## src/design/fcte_pkg.sv

```systemverilog
// Package for the FAT cluster table engine.
// Holds the transaction structs, operation, status and result codes, and the entry format helpers.
// No dependencies.
package fcte_pkg;

    localparam int FCTE_TABLE_ENTRIES = 4096;
    // highest cluster number the 12-bit count can make valid is 4096
    localparam int FCTE_CLUSTER_SPAN  = 4097;

    localparam logic [2:0] OP_READ  = 3'd0;
    localparam logic [2:0] OP_WRITE = 3'd1;
    localparam logic [2:0] OP_ALLOC = 3'd2;
    localparam logic [2:0] OP_FREE  = 3'd3;
    localparam logic [2:0] OP_WALK  = 3'd4;

    localparam logic [2:0] ST_OK      = 3'd0;
    localparam logic [2:0] ST_END     = 3'd1;
    localparam logic [2:0] ST_FREE    = 3'd2;
    localparam logic [2:0] ST_NOSPACE = 3'd3;
    localparam logic [2:0] ST_BAD     = 3'd4;

    localparam logic [1:0] KIND_FAT12 = 2'd0;
    localparam logic [1:0] KIND_FAT16 = 2'd1;

    localparam logic REG_TABLE_KIND    = 1'b0;
    localparam logic REG_CLUSTER_COUNT = 1'b1;

    localparam logic [1:0]  TABLE_KIND_RST    = 2'd2;
    localparam logic [11:0] CLUSTER_COUNT_RST = 12'd4094;
    localparam logic [12:0] HINT_RST          = 13'd2;

    // result selections from controller to datapath
    localparam logic [2:0] RS_READ     = 3'd0;
    localparam logic [2:0] RS_ZERO_OK  = 3'd1;
    localparam logic [2:0] RS_BAD      = 3'd2;
    localparam logic [2:0] RS_NOSPACE  = 3'd3;
    localparam logic [2:0] RS_ALLOC    = 3'd4;
    localparam logic [2:0] RS_WALK_END = 3'd5;
    localparam logic [2:0] RS_WALK_CLS = 3'd6;

    typedef struct packed {
        logic [2:0]  op;
        logic [27:0] cluster;
        logic [27:0] link_value;
        logic        link_is_end;
        logic [11:0] steps;
    } t_in_item;

    typedef struct packed {
        logic [27:0] result_cluster;
        logic [2:0]  status;
    } t_out_item;

    typedef struct packed {
        logic       load;
        logic       clr_wr;
        logic       mem_rd_cur;
        logic       link_wr;
        logic       link_free;
        logic       scan_init;
        logic       scan_inc;
        logic       walk_adv;
        logic       hint_found;
        logic       hint_full;
        logic       out_load;
        logic [2:0] res_sel;
    } t_dp_cmd;

    typedef struct packed {
        logic       clr_last;
        logic [2:0] op;
        logic       cl_ok;
        logic       walk_stop;
        logic       scan_stop;
        logic       data_zero;
        logic       data_end;
        logic       out_free;
    } t_dp_sts;

    function automatic logic [27:0] kind_mask(input logic [1:0] kind);
        logic [27:0] m;
        case (kind)
            KIND_FAT12: m = 28'h0000FFF;
            KIND_FAT16: m = 28'h000FFFF;
            default:    m = 28'hFFFFFFF;
        endcase
        return m;
    endfunction

    function automatic logic [27:0] kind_marker(input logic [1:0] kind);
        logic [27:0] m;
        case (kind)
            KIND_FAT12: m = 28'h0000FF8;
            KIND_FAT16: m = 28'h000FFF8;
            default:    m = 28'hFFFFFF8;
        endcase
        return m;
    endfunction

endpackage

```

## src/design/fcte_ctrl.sv

```systemverilog
// Controller state machine for the FAT cluster table engine.
// Sequences clearing, operations, scans and walks; drives fcte_dp through fcte_pkg command structs.
module fcte_ctrl (
    input  logic              i_clk,
    input  logic              i_rst_n,
    input  logic              i_in_valid,
    output logic              o_in_stall,
    input  fcte_pkg::t_dp_sts i_sts,
    output fcte_pkg::t_dp_cmd o_cmd
);
    import fcte_pkg::*;

    localparam logic [2:0] S_CLEAR = 3'd0;
    localparam logic [2:0] S_IDLE  = 3'd1;
    localparam logic [2:0] S_EXEC  = 3'd2;
    localparam logic [2:0] S_ASCAN = 3'd3;
    localparam logic [2:0] S_ADATA = 3'd4;
    localparam logic [2:0] S_WCHK  = 3'd5;
    localparam logic [2:0] S_WDATA = 3'd6;

    logic [2:0] r_state;
    logic [2:0] n_state;
    t_dp_cmd    cmd;

    always_ff @(posedge i_clk) begin
        if (!i_rst_n) begin
            r_state <= S_CLEAR;
        end else begin
            r_state <= n_state;
        end
    end

    always_comb begin
        n_state = r_state;
        cmd     = '0;
        case (r_state)
            S_CLEAR: begin
                cmd.clr_wr = 1'b1;
                if (i_sts.clr_last) begin
                    n_state = S_IDLE;
                end
            end
            S_IDLE: begin
                if (i_in_valid) begin
                    cmd.load = 1'b1;
                    n_state  = S_EXEC;
                end
            end
            S_EXEC: begin
                case (i_sts.op)
                    OP_READ: begin
                        if (i_sts.out_free) begin
                            cmd.out_load = 1'b1;
                            cmd.res_sel  = i_sts.cl_ok ? RS_READ : RS_BAD;
                            n_state      = S_IDLE;
                        end
                    end
                    OP_WRITE: begin
                        if (i_sts.out_free) begin
                            cmd.link_wr  = i_sts.cl_ok;
                            cmd.out_load = 1'b1;
                            cmd.res_sel  = i_sts.cl_ok ? RS_ZERO_OK : RS_BAD;
                            n_state      = S_IDLE;
                        end
                    end
                    OP_FREE: begin
                        if (i_sts.out_free) begin
                            cmd.link_free = i_sts.cl_ok;
                            cmd.out_load  = 1'b1;
                            cmd.res_sel   = i_sts.cl_ok ? RS_ZERO_OK : RS_BAD;
                            n_state       = S_IDLE;
                        end
                    end
                    OP_ALLOC: begin
                        cmd.scan_init = 1'b1;
                        n_state       = S_ASCAN;
                    end
                    OP_WALK: begin
                        n_state = S_WCHK;
                    end
                    default: begin
                        if (i_sts.out_free) begin
                            cmd.out_load = 1'b1;
                            cmd.res_sel  = RS_BAD;
                            n_state      = S_IDLE;
                        end
                    end
                endcase
            end
            S_ASCAN: begin
                if (i_sts.scan_stop) begin
                    if (i_sts.out_free) begin
                        cmd.hint_full = 1'b1;
                        cmd.out_load  = 1'b1;
                        cmd.res_sel   = RS_NOSPACE;
                        n_state       = S_IDLE;
                    end
                end else begin
                    cmd.mem_rd_cur = 1'b1;
                    n_state        = S_ADATA;
                end
            end
            S_ADATA: begin
                if (i_sts.data_zero) begin
                    if (i_sts.out_free) begin
                        cmd.hint_found = 1'b1;
                        cmd.out_load   = 1'b1;
                        cmd.res_sel    = RS_ALLOC;
                        n_state        = S_IDLE;
                    end
                end else begin
                    cmd.scan_inc = 1'b1;
                    n_state      = S_ASCAN;
                end
            end
            S_WCHK: begin
                if (i_sts.walk_stop) begin
                    if (i_sts.out_free) begin
                        cmd.out_load = 1'b1;
                        cmd.res_sel  = RS_WALK_CLS;
                        n_state      = S_IDLE;
                    end
                end else begin
                    cmd.mem_rd_cur = 1'b1;
                    n_state        = S_WDATA;
                end
            end
            S_WDATA: begin
                if (i_sts.data_end) begin
                    if (i_sts.out_free) begin
                        cmd.out_load = 1'b1;
                        cmd.res_sel  = RS_WALK_END;
                        n_state      = S_IDLE;
                    end
                end else begin
                    cmd.walk_adv = 1'b1;
                    n_state      = S_WCHK;
                end
            end
            default: begin
                n_state = S_IDLE;
            end
        endcase
    end

    assign o_cmd      = cmd;
    assign o_in_stall = (r_state != S_IDLE);

    a_out_load_free: assert property (@(posedge i_clk) disable iff (!i_rst_n)
        cmd.out_load |-> i_sts.out_free)
        else $error("result loaded into a full output register");

    a_no_load_in_clear: assert property (@(posedge i_clk) disable iff (!i_rst_n)
        (r_state == S_CLEAR) |-> !cmd.load)
        else $error("transaction taken during clearing pass");

    a_load_to_exec: assert property (@(posedge i_clk) disable iff (!i_rst_n)
        cmd.load |=> (r_state == S_EXEC))
        else $error("accepted transaction not executed");

endmodule

```

## config.mk

```make
export PLATFORM = sky130hd
export DESIGN_NAME = fcte_ctrl
export DESIGN_NICKNAME = d
export VERILOG_FILES = /design/src/design/fcte_pkg.sv /design/src/design/fcte_ctrl.sv
export SDC_FILE = /design/constraint.sdc
export NUM_CORES = 1
export LEC_CHECK = 0
export ABC_AREA = 1
export BUFFER_PORTS_ARGS = -buffer_cell sky130_fd_sc_hd__buf_2
export CORE_MARGIN = 3
export CORE_UTILIZATION = 32
export CTS_CLUSTER_SIZE = 12
export DETAILED_ROUTE_END_ITERATION = 10
export GPL_TIMING_DRIVEN = 0
export PLACE_DENSITY = 0.63
export SLEW_MARGIN = 0
export SYNTH_ARGS = -nofsm -noshare
export SYNTH_HDL_FRONTEND = slang
export SYNTH_SLANG_ARGS = --single-unit
export TNS_END_PERCENT = 50
```

## constraint.sdc

```tcl
create_clock -name i_clk -period 1.3 [get_ports i_clk]
set_clock_uncertainty 0.05 [all_clocks]
set_input_delay 0 -clock i_clk [delete_from_list [all_inputs] [get_ports i_clk]]
set_output_delay 0 -clock i_clk [all_outputs]
set_load 0.05 [all_outputs]
```

==> results.cfg, run 1 <==
[global_route]
antenna_found_initial = 0
grt_pass1_vias = 671
grt_max_degree = 9
grt_overflow = 0
grt_pass1_wl_mm = 2.67
grt_use_total_pct = 16.6

[synth]
ys_seq_area_share_pct = 10.8
synth_top_area_share_pct = 16.1
syn_avg_cell_area_sq_um = 5.42
syn_area_sq_um = 558
synth_area_leaders = nand2_1 (16%), inv_1 (12%), nor2_1 (12%)
syn-instance-count = 103
syn_nets = 116
synth-seq-cells = 3
yosysTopAreaCell = nand2_1
yosysUniqueCellTypes = 24
synth_warnings = 0

[critical_path]
start_kind = register
crit_type = reg2out
worstPathArrival_ns = 1.45
cp_max_fo = 4
end_kind = output pin
required_ns = 1.25

[finish]
fin_area_sq_um = 970
reg_top3 = r_state (3)
layout.nets = 156
largest_register = r_state
final_cells = 158
area_growth_pct = 73.8
drive_gt1_share_pct = 47.2
largest_reg_flops = 3
nFillCells = 154
n_antenna_cell = 0

[die]
die_x_microns = 47.8
placementRows = 14
die_h_microns = 47.8
start_util_pct = 35.4
design.die.area_sq_um = 2280
coreArea_sq_um = 1580
ios = 28

[clock_tree]
cts_max_level = 1
cts_tree = done
worst_skew_pair.late_latency_ns = 0.24
clock_sinks = 3
ctsRootBufferMaster = clkbuf_4
path_clk_slew_ns = 0.04
cts_buffers = 3
cts_max_path_buffers = 2

[detailed_routing]
ant_nets = 0
num_vias = 761
wirelength_mm = 1.72
wire_per_inst_microns = 10.9
drt_pass1_iterations = 4
viasPerCell = 4.82
drc = 0
drtIter0Drc = 18

[worst_hold_path]
hold_path.class = in2reg

[place]
place_hpwl_mm = 1.25
post_dp_cell_area_sq_um = 712
gp_congestion = 0.819
placedCellCount = 145
port_buffers = 26
post-place-ws_ns = -0.103

[pwr]
power_mw = 0.482
p_leak_nw = 0.537
powerDensity_nw_per_um2 = 497
max-vdd-ir-drop_mv = 0.294

[run_status]
status = finished with violations
violations = setup timing

[sta]
finalCriticalPeriod_ns = 1.50
fmax_ghz = 0.666
fin_ws_ns = -0.201
period_share_pct = 115
worst_pin_slew_ns = 0.243
rsz0062_at_grt = true
slew_viol_final = 0
relSlewSlack_pct = 83.8
setup_viol = 12
hold_violations = 0

[run]
drv_cap = 0
==> repair_timing <==
action                                  4_1_cts  5_1_grt
pin swaps                                     8        7
gates cloned                                  0        0
endpoints found under the hold margin         1        0
hold buffers                                  1        0
gates resized for setup                      34       19
buffers inserted                              5        4
endpoints found under the setup margin       12       18
==> layout make-up <==
type	instances	area (sq um)	share of cell area (%)
Timing Repair Buffer	36	303	31.2
Clock buffer	4	26.3	2.71
Buffer	1	5.00	0.516
Sequential cell	3	71.3	7.35
Inverter	21	91.3	9.42
Tap cell	16	20.0	2.06
Multi-Input combinational cell	77	453	46.7
==> kinds of logic (layout without fill, tap and decap cells) <==
kind of cell / Yosys count / after routing / synth area share (%)
AND/OR/NAND/NOR: 69 / 69 / 63.5
buffers and inverters: 23 / 62 / 17.5
flip-flops: 3 / 3 / 10.8
AO/OA/AOI/OAI: 8 / 8 / 8.30
==> critical path, stage by stage (launching register included) <==
cell and delay [ns]:
dfxtp_4 0.36, buf_12 0.13, nor2_4 0.11, nand2_4 0.08
inv_4 0.06, nand4_1 0.13, nor2_1 0.17, buf_6 0.17
==> metal layers <==
metal | track usage [%] | routed length (microns) | up-vias
li1 | - | - | 401
met1 | 21.1 | 716 | 336
met2 | 28.0 | 907 | 22
met3 | 1.13 | 71 | 2
met4 | 8.06 | 19 | 0
met5 | 0 | 0 | -
==> stage by stage <==
| stage | setup TNS [ns] | hold WS [ns] | utilization [%] |
|---|---|---|---|
| floorplan | -1.60 | 0.0775 | - |
| global placement | -0.336 | 0.198 | 45.2 |
| detailed placement | -0.425 | 0.201 | 45.2 |
| CTS | -1.83 | 0.0723 | 56.6 |
| global route | -2.35 | 0.122 | 61.5 |
| finish | -1.27 | 0.0831 | 61.5 |
==> synthesized netlist by cell type, drive strengths merged <==
cell / instances
nor2: 22
or2: 1
nand4: 4
buf: 1
a21boi: 1
nand3b: 2
dfxtp: 3
nand3: 12
a21oi: 2
nand2: 26
nor3: 2
inv: 21
o21ai: 5
clkbuf: 1
==> cell usage in the layout (no fill, tap or decap), types with 3 or more instances in the layout <==
master | Yosys | layout
dfxtp_4 | 0 | 3
inv_4 | 1 | 3
clkbuf_4 | 0 | 3
nand3_1 | 9 | 9
nor2_1 | 18 | 13
inv_1 | 18 | 15
buf_6 | 1 | 10
buf_2 | 0 | 11
nor2_4 | 3 | 6
nand2_1 | 24 | 22
nand4_1 | 4 | 4
nor2_2 | 1 | 3
o21ai_0 | 3 | 3
buf_4 | 0 | 12
==> power by group <==
group | leakage [nW] | switching, mW | internal (mW) | total [mW]
clock | 0.0150 | 0.0568 | 0.116 | 0.172
sequential | 0.0266 | 0.00941 | 0.0937 | 0.103
combinational | 0.496 | 0.123 | 0.0831 | 0.206
==> final timing paths <==
path	slack, ns	startpoint	endpoint	depth (start not counted)
worst max-delay path	-0.20	r_state[0]	o_cmd[10]	7
worst min register to register	0.59	r_state[2]	r_state[2]	4
worst min-delay path	0.08	i_sts[9]	r_state[0]	4
worst max register to register	-0.02	r_state[0]	r_state[0]	9
(Power assumes the default switching activity.)
==> run 2, diff against run 1 <==
--- a/config.mk
+++ b/config.mk
@@ -13,6 +13,7 @@
 export DETAILED_ROUTE_END_ITERATION = 10
 export GPL_TIMING_DRIVEN = 0
 export PLACE_DENSITY = 0.63
+export SETUP_SLACK_MARGIN = 0.02
 export SLEW_MARGIN = 0
 export SYNTH_ARGS = -nofsm -noshare
 export SYNTH_HDL_FRONTEND = slang
==> run 2 against run 1 <==
The run still ends with setup timing left. Count of clock-buffer cells in the layout stayed put. Critical endpoint unchanged. First-iteration DRC count down 22%. Critical path type unchanged. Sequential share of layout area about the same. Final cell count did not move.
==> results.cfg, run 2 (synthesized netlist as in run 1, its figures left out) <==
[detailed_routing]
num_vias = 761
wirelength_mm = 1.71
ant_nets = 0
viasPerCell = 4.82
drt_pass1_iterations = 4
drtIter0Drc = 14
drc = 0
wire_per_inst_microns = 10.8

[sta]
hold_violations = 0
fin_ws_ns = -0.200
relSlewSlack_pct = 83.8
slew_viol_final = 0
rsz0062_at_grt = true
finalCriticalPeriod_ns = 1.50
setup_viol = 12
worst_pin_slew_ns = 0.243
period_share_pct = 115
fmax_ghz = 0.667

[clock_tree]
cts_max_level = 1
worst_skew_pair.late_latency_ns = 0.24
cts_tree = done
cts_max_path_buffers = 2
cts_buffers = 3
ctsRootBufferMaster = clkbuf_4
clock_sinks = 3
path_clk_slew_ns = 0.04

[pwr]
p_leak_nw = 0.539
pwr-share-seq_pct = 21.4
sw_frac_of_total_pct = 39.5
combPwrFrac_pct = 42.9
power_mw = 0.482
p_switching_mw = 0.191
max-vdd-ir-drop_mv = 0.294
powerDensity_nw_per_um2 = 495
p_clk_share_pct = 35.7
internal_power_mw = 0.292

[run_status]
status = finished with violations
violations = setup timing

[place]
placedCellCount = 145
port_buffers = 26
gp_congestion = 0.819
place_hpwl_mm = 1.25

[global_route]
grt_pass1_wl_mm = 2.68
antenna_found_initial = 0
grt_max_degree = 9
grt_pass1_vias = 673
grt_use_total_pct = 16.6
grt_overflow = 0

[critical_path]
crit_type = reg2out
cpPeakStageDelay_ns = 0.36
worstPathArrival_ns = 1.45
cp-startpoint = r_state[0]
end_kind = output pin
r2r-start = r_state[0]
cp_cell_sequence = buf_12 > nor2_4 > nand2_4 > inv_4 > nand4_1 > nor2_1 > buf_6
cp_max_fo = 4
required_ns = 1.25
start_kind = register
cp_slowest_cell = dfxtp_4

[run]
drv_cap = 0

[worst_hold_path]
hold_path.class = in2reg
min_from = i_sts[9]

[finish]
area_growth_pct = 74.4
reg_top3 = r_state (3)
n_antenna_cell = 0
layout_commonest_cell = nand2_1
drive_gt1_share_pct = 47.9
largest_reg_flops = 3
final_cells = 158
layout.nets = 156
mostFrequentLayoutCells = nand2_1 (22), inv_1 (15), nor2_1 (13)
largest_register = r_state

[die]
die_x_microns = 47.8
design.die.area_sq_um = 2280
placementRows = 14
coreArea_sq_um = 1580
die_h_microns = 47.8
ios = 28
start_util_pct = 35.4
run 2: cell types whose count changed in the layout (fill, tap and decap cells not counted):
cell | previous run | this run
o21ai_1 | 1 | 0
o21ai_2 | 1 | 2
run 2: repair_timing:
action	4_1_cts	5_1_grt
gates resized for setup	35	19
hold buffers	1	0
endpoints found under the setup margin	13	18
hold endpoints to repair	1	0
buffers inserted	5	4
pin swaps	8	8
run 2: critical path, delay by kind of cell (launching register included):
kind | cells | cell delay (ns)
AND/OR/NAND/NOR | 4 | 0.49
flip-flops | 1 | 0.36
buffers and inverters | 3 | 0.36
run 2: final timing paths:
| kind | cells after the start | to | slack (ns) |
|---|---|---|---|
| hold / removal | 4 | r_state[0] | 0.10 |
| setup reg to reg | 9 | r_state[0] | -0.02 |
| hold reg to reg | 4 | r_state[2] | 0.59 |
| setup / recovery | 7 | o_cmd[10] | -0.20 |
run 2: area by class of cell:
class	count	area, sq um
plain buffers	1	5.00
clock buffers	4	26.3
fillers	153	603
inverters	21	91.3
multi-input cells	77	457
flip-flops and latches	3	71.3
well taps	16	20.0
repair buffers	36	303
run 2: routing by layer:
metal  global-route usage [%]  wire length (microns)  vias to the layer above
li1                         -                      -                      401
met1                     21.3                    715                      336
met2                     28.0                    906                       22
met3                     1.13                     70                        2
met4                     8.06                     19                        0
met5                        0                      0                        -
run 2: stage by stage:
stage	utilization, %	worst slack (ns)	TNS [ns]	hold slack (ns)	cell area (sq um)
finish	61.7	-0.200	-1.27	0.102	973
detailed placement	45.2	-0.103	-0.425	0.201	712
floorplan	-	-0.268	-1.60	0.0775	562
CTS	56.8	-0.237	-1.83	0.0723	896
global route	61.7	-0.304	-2.33	0.135	973
global placement	45.2	-0.0841	-0.336	0.198	712
run 2: power by group through the flow:
stage,combinational [mW],sequential (mW),clock [mW]
final,0.207,0.103,0.172
after global routing,0.224,0.104,0.184
after CTS,0.208,0.100,0.171
after floorplan,0.120,0.101,0
after global placement,0.164,0.101,0
after detailed placement,0.165,0.101,0
==> run 3, diff against run 2 <==
--- a/config.mk
+++ b/config.mk
@@ -7,12 +7,12 @@
 export LEC_CHECK = 0
 export ABC_AREA = 1
 export BUFFER_PORTS_ARGS = -buffer_cell sky130_fd_sc_hd__buf_2
-export CORE_MARGIN = 3
-export CORE_UTILIZATION = 32
+export CORE_AREA = 3 3 40 42
 export CTS_CLUSTER_SIZE = 12
 export DETAILED_ROUTE_END_ITERATION = 10
+export DIE_AREA = 0 0 43 45
 export GPL_TIMING_DRIVEN = 0
-export PLACE_DENSITY = 0.63
+export PLACE_DENSITY = 0.78
 export SETUP_SLACK_MARGIN = 0.02
 export SLEW_MARGIN = 0
 export SYNTH_ARGS = -nofsm -noshare
==> run 3 against run 2 <==
The flow still finishes with violations (setup timing). Clock power is 7% lower. Combinational power increased by 7%. Fmax rose by 1.3%. Final cell count shrank 1.3%. Sequential power decreased by 4%. Largest power group unchanged.
==> results.cfg, run 3 (synthesized netlist as in run 1, its figures left out) <==
[run_status]
status = finished with violations
violations = setup timing

[sta]
timing.hold.ws_ns = 0.0908
hold_violations = 0
period_share_pct = 114
relSlewSlack_pct = 83.3
worst_pin_slew_ns = 0.253
rsz0062_at_grt = true
setup_viol = 11
fmax_ghz = 0.675
fin_ws_ns = -0.181
slew_viol_final = 0
setup_tns_ns = -1.08
finalCriticalPeriod_ns = 1.48

[pwr]
p_leak_nw = 0.527
pwr-share-seq_pct = 20.5
power_mw = 0.480
max-vdd-ir-drop_mv = 0.637
internal_power_mw = 0.297
sw_frac_of_total_pct = 38.2
p_clk_share_pct = 33.2
powerDensity_nw_per_um2 = 508
combPwrFrac_pct = 46.3
p_switching_mw = 0.183

[detailed_routing]
num_vias = 793
drtIter0Drc = 16
wirelength_mm = 1.87
viasPerCell = 5.08
wire_per_inst_microns = 12.0
drc = 0
ant_nets = 0
drt_pass1_iterations = 5

[finish]
fin_area_sq_um = 945
mostFrequentLayoutCells = nand2_1 (22), nor2_1 (14), buf_6 (13), inv_1 (13), buf_2 (12)
n_antenna_cell = 0
layout_commonest_cell = nand2_1
fin_util_pct = 73.5
largest_reg_flops = 3
reg_top3 = r_state (3)
nFillCells = 95
layout.nets = 155
largest_register = r_state
area_growth_pct = 69.3
drive_gt1_share_pct = 48.9
final_cells = 156

[die]
coreArea_sq_um = 1280
ios = 28
design.die.area_sq_um = 1940
start_util_pct = 43.4
die_h_microns = 45
die_x_microns = 43
placementRows = 13

[critical_path]
end_kind = output pin
crit_type = reg2out
start_kind = register
cp_max_fo = 6
required_ns = 1.25
worstPathArrival_ns = 1.43

[clock_tree]
clock_sinks = 3
cts_buffers = 3
worst_skew_pair.late_latency_ns = 0.23
cts_tree = done
ctsRootBufferMaster = clkbuf_4
cts_max_level = 1
cts_max_path_buffers = 2
path_clk_slew_ns = 0.04

[global_route]
grt_use_total_pct = 18.0
grt_max_degree = 9
grt_pass1_wl_mm = 2.76
antenna_found_initial = 0
grt_pass1_vias = 715
grt_overflow = 0

[place]
post_dp_cell_area_sq_um = 711
place_hpwl_mm = 1.19
gp_congestion = 0.790
placedCellCount = 144
post-place-ws_ns = -0.0936
port_buffers = 26

[run]
drv_cap = 0

[worst_hold_path]
hold_path.class = in2reg
## run 3: worst paths after layout
kind	start	cells past startpoint	slack [ns]	end
max	r_state[2]	7	-0.18	o_cmd[3]
min	i_sts[9]	4	0.09	r_state[0]
max reg2reg	r_state[0]	10	-0.03	r_state[0]
min reg2reg	r_state[2]	4	0.61	r_state[2]
## run 3: layout make-up
cell class                 count  area [sq um]  share of cell area, %
sequential                     3          65.1                   6.89
clock buffer                   4          26.3                   2.78
buffer                         2          16.3                   1.72
inverter                      21          88.8                   9.40
multi-input combinational     77           449                   47.5
timing repair buffer          34           280                   29.7
tap                           15          18.8                   1.99
## run 3: per-layer routing
| metal | up-vias | share of wire [%] | global-route usage (%) |
|---|---|---|---|
| li1 | 408 | - | - |
| met1 | 357 | 38 | 20.6 |
| met3 | 0 | 5.5 | 1.20 |
| met5 | - | 0 | 0 |
| met4 | 0 | 0 | 4.22 |
| met2 | 28 | 56 | 36.2 |
## run 3: worst max-delay path, stage by stage, from the launching register on
cell	delay [ns]
dfxtp_2	0.42
inv_4	0.09
nor2_4	0.16
inv_2	0.05
nor3_2	0.13
nor2_1	0.08
nand4_1	0.11
buf_6	0.17
## run 3: power by group through the flow
stage                     registers (mW)  clock network, mW  logic [mW]
after CTS                         0.0982              0.165       0.186
final                             0.0985              0.160       0.222
after global routing              0.0986              0.166       0.241
after floorplan                    0.101                  0       0.120
after detailed placement           0.101                  0       0.163
after global placement             0.101                  0       0.161
## run 3: timing repair
action / 4_1_cts / 5_1_grt
setup endpoints to repair: 12 / 16
buffers inserted: 3 / 4
hold endpoints to repair: 1 / 0
hold buffers: 1 / 0
pin swaps: 5 / 7
gates resized for setup: 28 / 25
